--- src/design/murmur3_32bit_stream_hash_unit_macros.svh ---
// assertion macros of the murmur3 stream hash unit, included by the queue
`ifndef MURMUR3_32BIT_STREAM_HASH_UNIT_MACROS_SVH
`define MURMUR3_32BIT_STREAM_HASH_UNIT_MACROS_SVH

// condition must never hold while out of reset
`define MMH_ASSERT_NEVER(lbl, cond, msg) \
  lbl: assert property (@(posedge clk_i) disable iff (!rst_ni) !(cond)) \
    else $error(msg);

// antecedent implies consequent on the next clock
`define MMH_ASSERT_NEXT(lbl, ante, cons, msg) \
  lbl: assert property (@(posedge clk_i) disable iff (!rst_ni) (ante) |=> (cons)) \
    else $error(msg);

`endif

--- src/design/mmh_pkg.sv ---
// shared constants, types and functions of the murmur3 stream hash unit
package mmh_pkg;

  localparam logic [31:0] MixC1   = 32'hcc9e2d51;
  localparam logic [31:0] MixC2   = 32'h1b873593;
  localparam logic [31:0] MixAdd  = 32'he6546b64;
  localparam logic [31:0] FinC1   = 32'h85ebca6b;
  localparam logic [31:0] FinC2   = 32'hc2b2ae35;
  localparam int unsigned KeyRot  = 15;
  localparam int unsigned HashRot = 13;

  localparam logic [2:0] FullCount  = 3'd4;
  localparam logic [2:0] EmptyCount = 3'd0;

  localparam int unsigned QueueDepthDef = 4;

  // one classified item travelling from front to back
  typedef struct packed {
    logic [31:0] key;
    logic [2:0]  count;
    logic        last;
  } mmh_item_t;

  // queue status seen by both sides
  typedef struct packed {
    logic empty;
    logic full;
  } mmh_qstat_t;

  function automatic logic [31:0] rotl32(input logic [31:0] v, input int unsigned r);
    rotl32 = (v << r) | (v >> (32 - r));
  endfunction

  // keep only the valid low bytes of a word
  function automatic logic [31:0] byte_mask(input logic [2:0] count);
    logic [31:0] m;
    unique case (count)
      3'd0:    m = 32'h0000_0000;
      3'd1:    m = 32'h0000_00ff;
      3'd2:    m = 32'h0000_ffff;
      3'd3:    m = 32'h00ff_ffff;
      default: m = 32'hffff_ffff;
    endcase
    byte_mask = m;
  endfunction

endpackage

--- src/design/mmh_front.sv ---
// front end: accepts words, normalizes the byte count and runs the key premix
module mmh_front
  import mmh_pkg::*;
(
  input  logic        clk_i,
  input  logic        rst_ni,
  input  logic        in_valid_i,
  output logic        in_stall_o,
  input  logic [31:0] data_word_i,
  input  logic [2:0]  byte_count_i,
  input  logic        last_i,
  input  mmh_qstat_t  qstat_i,
  output logic        push_o,
  output mmh_item_t   item_o
);

  logic        s1_valid_q, s1_valid_d;
  logic [31:0] prod_q;
  logic [2:0]  count_q;
  logic        last_q;
  logic        accept;
  logic [2:0]  count_n;
  logic [31:0] masked;

  assign in_stall_o = s1_valid_q && qstat_i.full;
  assign accept     = in_valid_i && !in_stall_o;
  assign push_o     = s1_valid_q && !qstat_i.full;

  // non-final items and out-of-range counts are full words
  assign count_n = (!last_i || byte_count_i > FullCount) ? FullCount : byte_count_i;
  assign masked  = data_word_i & byte_mask(count_n);

  assign s1_valid_d = accept || (s1_valid_q && !push_o);

  always_ff @(posedge clk_i or negedge rst_ni) begin
    if (!rst_ni) begin
      s1_valid_q <= 1'b0;
    end else begin
      s1_valid_q <= s1_valid_d;
    end
  end

  always_ff @(posedge clk_i) begin
    if (accept) begin
      prod_q  <= masked * MixC1;
      count_q <= count_n;
      last_q  <= last_i;
    end
  end

  assign item_o.key   = rotl32(prod_q, KeyRot) * MixC2;
  assign item_o.count = count_q;
  assign item_o.last  = last_q;

endmodule

--- src/design/mmh_queue.sv ---
// small register queue between front and back
module mmh_queue
  import mmh_pkg::*;
#(
  parameter int unsigned Depth = QueueDepthDef
) (
  input  logic       clk_i,
  input  logic       rst_ni,
  input  logic       push_i,
  input  mmh_item_t  item_i,
  input  logic       pop_i,
  output mmh_item_t  head_o,
  output mmh_qstat_t qstat_o
);

  localparam int unsigned PtrW = $clog2(Depth);
  localparam int unsigned CntW = $clog2(Depth + 1);

  mmh_item_t         mem_q [Depth];
  logic [PtrW-1:0]   wr_ptr_q, wr_ptr_d;
  logic [PtrW-1:0]   rd_ptr_q, rd_ptr_d;
  logic [CntW-1:0]   cnt_q, cnt_d;

  assign qstat_o.empty = (cnt_q == '0);
  assign qstat_o.full  = (cnt_q == CntW'(Depth));
  assign head_o        = mem_q[rd_ptr_q];

  always_comb begin
    wr_ptr_d = wr_ptr_q;
    rd_ptr_d = rd_ptr_q;
    cnt_d    = cnt_q;
    if (push_i) begin
      wr_ptr_d = (wr_ptr_q == PtrW'(Depth - 1)) ? '0 : wr_ptr_q + 1'b1;
    end
    if (pop_i) begin
      rd_ptr_d = (rd_ptr_q == PtrW'(Depth - 1)) ? '0 : rd_ptr_q + 1'b1;
    end
    if (push_i && !pop_i) begin
      cnt_d = cnt_q + 1'b1;
    end else if (pop_i && !push_i) begin
      cnt_d = cnt_q - 1'b1;
    end
  end

  always_ff @(posedge clk_i or negedge rst_ni) begin
    if (!rst_ni) begin
      wr_ptr_q <= '0;
      rd_ptr_q <= '0;
      cnt_q    <= '0;
    end else begin
      wr_ptr_q <= wr_ptr_d;
      rd_ptr_q <= rd_ptr_d;
      cnt_q    <= cnt_d;
    end
  end

  always_ff @(posedge clk_i) begin
    if (push_i) begin
      mem_q[wr_ptr_q] <= item_i;
    end
  end

`include "murmur3_32bit_stream_hash_unit_macros.svh"

  `MMH_ASSERT_NEVER(a_no_push_full, push_i && qstat_o.full, "queue written while full")
  `MMH_ASSERT_NEVER(a_no_pop_empty, pop_i && qstat_o.empty, "queue read while empty")
  `MMH_ASSERT_NEXT(a_push_fills, push_i && qstat_o.empty, !qstat_o.empty, "push into empty queue lost")

endmodule

--- src/design/mmh_back.sv ---
// back end: running hash and byte total, finalizer pipeline and result register
module mmh_back
  import mmh_pkg::*;
(
  input  logic        clk_i,
  input  logic        rst_ni,
  input  logic [31:0] seed_i,
  input  mmh_item_t   head_i,
  input  mmh_qstat_t  qstat_i,
  output logic        pop_o,
  output logic        out_valid_o,
  input  logic        out_stall_i,
  output logic [31:0] hash_value_o
);

  logic        open_q;
  logic [31:0] hash_q, total_q;
  logic [31:0] base_h, base_t, mixed, rot, hash_n, total_n;

  logic        f1_v_q, f2_v_q, f3_v_q, out_v_q;
  logic [31:0] f1_q, f2_q, f3_q, out_q;
  logic        out_rdy, f3_rdy, f2_rdy, f1_rdy;

  assign out_rdy = !out_v_q || !out_stall_i;
  assign f3_rdy  = !f3_v_q || out_rdy;
  assign f2_rdy  = !f2_v_q || f3_rdy;
  assign f1_rdy  = !f1_v_q || f2_rdy;

  // a last item needs room in the finalizer, others drain freely
  assign pop_o = !qstat_i.empty && (!head_i.last || f1_rdy);

  assign base_h  = open_q ? hash_q : seed_i;
  assign base_t  = open_q ? total_q : '0;
  assign mixed   = base_h ^ head_i.key;
  assign rot     = rotl32(mixed, HashRot);
  assign hash_n  = (head_i.count == FullCount) ? (rot << 2) + rot + MixAdd : mixed;
  assign total_n = base_t + {29'd0, head_i.count};

  always_ff @(posedge clk_i or negedge rst_ni) begin
    if (!rst_ni) begin
      open_q  <= 1'b0;
      hash_q  <= '0;
      total_q <= '0;
      f1_v_q  <= 1'b0;
      f2_v_q  <= 1'b0;
      f3_v_q  <= 1'b0;
      out_v_q <= 1'b0;
    end else begin
      if (pop_o) begin
        open_q  <= !head_i.last;
        hash_q  <= hash_n;
        total_q <= total_n;
      end
      if (f1_rdy)  f1_v_q  <= pop_o && head_i.last;
      if (f2_rdy)  f2_v_q  <= f1_v_q;
      if (f3_rdy)  f3_v_q  <= f2_v_q;
      if (out_rdy) out_v_q <= f3_v_q;
    end
  end

  always_ff @(posedge clk_i) begin
    if (f1_rdy)  f1_q  <= hash_n ^ total_n;
    if (f2_rdy)  f2_q  <= (f1_q ^ (f1_q >> 16)) * FinC1;
    if (f3_rdy)  f3_q  <= (f2_q ^ (f2_q >> 13)) * FinC2;
    if (out_rdy) out_q <= f3_q ^ (f3_q >> 16);
  end

  assign out_valid_o  = out_v_q;
  assign hash_value_o = out_q;

endmodule

--- src/design/murmur3_32bit_stream_hash_unit.sv ---
// top level of the streaming murmur3 x86 32-bit hash unit
// usage:
//   input channel carries one little-endian word per transaction with its
//   valid byte count and a last-of-message flag; in_stall_o holds it off
//   output channel gives one hash_value_o transaction per message, on the
//   transaction that carries last; out_stall_i from the receiver holds it
//   seed port is a plain write channel, always ready; the seed is sampled
//   when the first word of a message reaches the back end
// throughput: one word per cycle while in_stall_o is low, set by the back end's
//   combinational hash update (xor; for full words also rotate, times five plus constant)
// a stalled result sits in the output register; middle words keep draining
//   into the running hash, and the input stalls once QueueDepth + 4 further
//   last words wait in the front, queue and finalizer
// reset clears all valid flags, the queue and the seed; no message is open
module murmur3_32bit_stream_hash_unit
  import mmh_pkg::*;
#(
  parameter int unsigned QueueDepth = QueueDepthDef
) (
  input  logic        clk_i,
  input  logic        rst_ni,
  // seed write channel
  input  logic        seed_valid_i,
  output logic        seed_ready_o,
  input  logic [31:0] seed_i,
  // word input channel
  input  logic        in_valid_i,
  output logic        in_stall_o,
  input  logic [31:0] data_word_i,
  input  logic [2:0]  byte_count_i,
  input  logic        last_i,
  // hash output channel
  output logic        out_valid_o,
  input  logic        out_stall_i,
  output logic [31:0] hash_value_o
);

  logic [31:0] seed_q;
  logic        push, pop;
  mmh_item_t   push_item, head_item;
  mmh_qstat_t  qstat;

  // seed register, written any cycle
  assign seed_ready_o = 1'b1;

  always_ff @(posedge clk_i or negedge rst_ni) begin
    if (!rst_ni) begin
      seed_q <= '0;
    end else if (seed_valid_i && seed_ready_o) begin
      seed_q <= seed_i;
    end
  end

  // front: normalize count, mask tail bytes, key premix over two multiplies
  mmh_front u_front (
    .clk_i        (clk_i),
    .rst_ni       (rst_ni),
    .in_valid_i   (in_valid_i),
    .in_stall_o   (in_stall_o),
    .data_word_i  (data_word_i),
    .byte_count_i (byte_count_i),
    .last_i       (last_i),
    .qstat_i      (qstat),
    .push_o       (push),
    .item_o       (push_item)
  );

  // queue decouples premix from the stateful hash update
  mmh_queue #(
    .Depth (QueueDepth)
  ) u_queue (
    .clk_i   (clk_i),
    .rst_ni  (rst_ni),
    .push_i  (push),
    .item_i  (push_item),
    .pop_i   (pop),
    .head_o  (head_item),
    .qstat_o (qstat)
  );

  // back: hash update, length xor, finalizer stages, result register
  mmh_back u_back (
    .clk_i        (clk_i),
    .rst_ni       (rst_ni),
    .seed_i       (seed_q),
    .head_i       (head_item),
    .qstat_i      (qstat),
    .pop_o        (pop),
    .out_valid_o  (out_valid_o),
    .out_stall_i  (out_stall_i),
    .hash_value_o (hash_value_o)
  );

endmodule
--- config.mk ---
export PLATFORM = sky130hd
export DESIGN_NAME = murmur3_32bit_stream_hash_unit
export DESIGN_NICKNAME = d
export VERILOG_FILES = /design/src/design/mmh_pkg.sv /design/src/design/mmh_front.sv /design/src/design/mmh_queue.sv /design/src/design/mmh_back.sv /design/src/design/murmur3_32bit_stream_hash_unit.sv
export VERILOG_INCLUDE_DIRS = /design/src /design/src/design
export SDC_FILE = /design/constraint.sdc
export NUM_CORES = 2
export LEC_CHECK = 0
export ABC_AREA = 1
export BUFFER_PORTS_ARGS = -buffer_cell sky130_fd_sc_hd__buf_2
export CAP_MARGIN = 10
export CORE_ASPECT_RATIO = 1.2
export CORE_UTILIZATION = 40
export DETAILED_ROUTE_END_ITERATION = 7
export SLEW_MARGIN = 20
export SYNTH_ARGS = -nofsm -noshare
export SYNTH_HDL_FRONTEND = slang
export SYNTH_SLANG_ARGS = --single-unit
--- constraint.sdc ---
create_clock -name clk_i -period 9.45 [get_ports clk_i]
set_input_delay 0.945 -clock clk_i [delete_from_list [all_inputs] [get_ports clk_i]]
set_output_delay 0.945 -clock clk_i [all_outputs]
set_load 0.02 [all_outputs]
==> summary.md <==
| Metric | Value |
|---|---|
| CP max FO | 6 |
| H-tree levels | 2 |
| Xor/xnor share of the synthesized area | 5.44% |
| Outcome | complete, no violations |
| WL per Instance | 19.3 µm |
| Mux share of post-synthesis cell area | 0.0207% |
| Hold buffers post-CTS | 0 |
| DIE HEIGHT | 406 µm |
| Post-CTS sizing | 0 |
| Final Cycle Share | 83.0% |
| Post-DRT Antenna Nets | 0 |
| Area of the multi-input gates | 36100 µm² |
| GRT Overall Usage | 22.5% |
| Share of cells above drive strength 1 | 4.66% |
| Largest net degree at the start of global routing | 76 |
| R2r worst-path depth | 27 |
| 1st-pass router iterations | 6 |
| MaxCap Viol Count | 0 |
| Vias per Instance | 4.87 |
| P&R area growth vs syn | 7.99% |
| Setup repair bufs after CTS | 0 |
| Worst flop-to-flop path startpoint | u_back.f1_q[22]$_DFFE_PP_ |
| Vias in the first global route | 40384 |
| Routed wire length | 150 mm |
| # IOs | 108 |
| FILL cells | 13137 |
| Crit path DAT | 8210 ps |
| Number of synthesized flops with an enable pin | 308 |
| FP Rows | 147 |
| Top_reg_cell synth | edfxtp_1 |
| Worst Hold Slack | 340 ps |
| Syn nets | 7420 |
| Die Span X | 339 µm |
| CTS tree | built |
| Syn Std Cell Area | 54400 µm² |
| Gr ovfl total | 0 |
| Final nets | 7546 |
| Die area | 137000 µm² |
| Total CTS buffers | 50 |
| Post-synthesis compound-gate area fraction | 5.41% |
| Number of unique standard cell types used by synthesis | 51 |
| Setup TNS | 0 ps |
| Slowest stage delay, CP | 710 ps |
| Largest family of logic cells by synthesized area | adder cells |
| Mapped Cells | 5817 |
| Clock transition time at the flip-flop clock pins of the worst setup and hold paths | 70 ps |
| Synth Area in Simple Gates | 10.3% |
| Async S/R FF share, synth | 26.1% |
| Setup-failing EPs final | 0 |
| Clk_skew | 50.8 ps |
| Clock Latency Late Sink | 670 ps |
| #FFs+latches synth | 417 |
| Max Transition Viols Final | 0 |
| R2R Setup Slk | 1610 ps |
| Critical path class | flop to flop |
| CP most frequent cell | inv_1 |
| CP max-delay cell | xnor2_1 |
| # DRC | 0 |
| Initial antenna violation count | 1 |
| Clock root cell | clkbuf_16 |
| Worst r2r dst | u_back.f2_q[31]$_DFFE_PP_ |
| Hold Path Class | input port to async pin |
| Adder-cell area share of the yosys netlist | 45.2% |
| Sequential share of the synthesized area | 22.0% |
| Register area | 12000 µm² |
| Fin crit period | 7840 ps |
| GP Congestion | 0.969 |
| Global-route wire length before repair | 235 mm |
| Max-Slew Margin vs Limit | 44.1% |
| Crit start category | flop |
| Vias after detailed routing | 37842 |
| RSZ-0062 raised after global routing | no |
| Detail Placement HPWL | 129 mm |
| PortBufs | 106 |
| Worst slew pin tran | 833 ps |
| Peak Freq | 128 MHz |
| Clock buffer depth | 3 |
| Required @ worst endpoint | 9820 ps |
| Fin. Hold Viols | 0 |
| Starting Density | 40.5% |
| Sink Count | 417 |
| CP Capture Type | flop |
| Synth Warn # | 0 |
| Initial DRC Count | 2352 |
| Post-synthesis average cell area | 9.35 µm² |
| Core area | 134000 µm² |
-- how the worst max path moves through the flow --
stage                              startpoint                           end  slack, ps  depth (start not counted)
floorplan                              last_i  u_front.prod_q[31]$_DFFE_PP_       2620                         27
global placement                       last_i  u_front.prod_q[31]$_DFFE_PP_       1560                         27
detailed placement                     last_i  u_front.prod_q[25]$_DFFE_PP_       1520                         24
CTS                 u_back.f1_q[25]$_DFFE_PP_     u_back.f2_q[31]$_DFFE_PP_       1580                         27
global route        u_back.f1_q[25]$_DFFE_PP_     u_back.f2_q[31]$_DFFE_PP_       1160                         27
finish              u_back.f1_q[22]$_DFFE_PP_     u_back.f2_q[31]$_DFFE_PP_       1610                         27
-- cells in the mapped netlist, types with 13 or more instances --
cell type	number	share of area, %
nand2_1	885	6.1
a32o_1	22	0.40
xor2_1	192	3.1
inv_1	1569	11
nand4_1	30	0.35
nor3_1	24	0.22
a21oi_1	184	1.7
dfrtp_1	109	5.0
inv_2	13	0.090
edfxtp_1	308	17
fa_1	726	27
nand3_1	142	1.3
xnor2_1	131	2.1
o21ai_0	227	2.1
clkbuf_1	18	0.12
ha_1	804	19
buf_2	26	0.24
nor2_1	225	1.6
o21ai_1	24	0.22
-- critical path, delay by kind of cell (launching register included) --
family          cells  cell delay, ps
compound gates      4             620
buf+inv             9             950
simple gates        4             470
xor+xnor            1             710
flops               1             570
fa+ha+maj           9            4260
-- registers in the layout (all words and copies together), names as in the netlist --
| register | flops |
|---|---|
| u_back.f3_v_q | 1 |
| u_front.last_q | 1 |
| u_back.out_valid_o | 1 |
| u_front.prod_q | 32 |
| u_back.f2_q | 32 |
| u_back.hash_value_o | 32 |
| u_back.open_q | 1 |
| u_back.f2_v_q | 1 |
| u_queue.wr_ptr_q | 2 |
| u_back.hash_q | 32 |
| u_front.s1_valid_q | 1 |
| u_front.count_q | 3 |
| seed_q | 32 |
| u_queue.cnt_q | 3 |
| u_back.total_q | 32 |
| u_queue.mem_q | 144 |
| u_queue.rd_ptr_q | 2 |
| u_back.f3_q | 32 |
| u_back.f1_q | 32 |
| u_back.f1_v_q | 1 |
-- layer usage --
| layer | up-vias | share of wire, % | track usage [%] |
|---|---|---|---|
| met5 | - | 0 | 0 |
| li1 | 18181 | - | - |
| met1 | 18631 | 43 | 29.0 |
| met2 | 845 | 50 | 39.8 |
| met3 | 185 | 4.4 | 2.29 |
| met4 | 0 | 3.0 | 6.59 |
-- stage by stage --
stage | utilization, % | cells | worst slack, ps | cell area [µm²]
after floorplan | - | 5817 | 2620 | 54400
after global placement | 42.5 | 7679 | 1560 | 57000
after detailed placement | 42.5 | 7679 | 1520 | 57000
after CTS | 43.7 | 7771 | 1580 | 58700
after global routing | 43.7 | 7771 | 1160 | 58700
final | 43.7 | 7773 | 1610 | 58700
-- cell usage in the layout, fill, tap and decap left out, types with 22 or more instances in the layout --
cell type  netlist  final
xor2_1         192    192
fa_1           726    726
buf_2           26    105
nand2_1        885    885
buf_4           11     31
xnor2_1        131    131
a21oi_1        184    184
nand4_1         30     30
dfrtp_1        109    108
edfxtp_1       308    308
o21ai_0        227    227
ha_1           804    804
a32o_1          22     22
o21ai_1         24     24
nor2_1         225    221
inv_1         1569   1568
nor3_1          24     24
clkbuf_16        0     50
nand3_1        142    142
-- area by class of cell --
| type | count | area share [%] |
|---|---|---|
| Multi-Input combinational cell | 3754 | 61.5 |
| Sequential cell | 417 | 20.4 |
| Inverter | 1584 | 10.1 |
| Tap cell | 1788 | 3.81 |
| Clock buffer | 60 | 2.23 |
| Timing Repair Buffer | 136 | 1.29 |
| Clock inverter | 32 | 0.616 |
| Antenna cell | 2 | 0.00852 |
-- logic make-up after synthesis --
| family | after synthesis |
|---|---|
| AO/OA/AOI/OAI | 529 |
| other | 1 |
| flip-flops | 417 |
| buffers and inverters | 1646 |
| XOR/XNOR | 331 |
| multiplexers | 1 |
| AND/OR/NAND/NOR | 1362 |
| adder cells (fa/ha/maj) | 1530 |
Power is left out: the tool's default activity adds up to more than one toggle a clock period on the data nets, which glitch-free logic cannot reach.
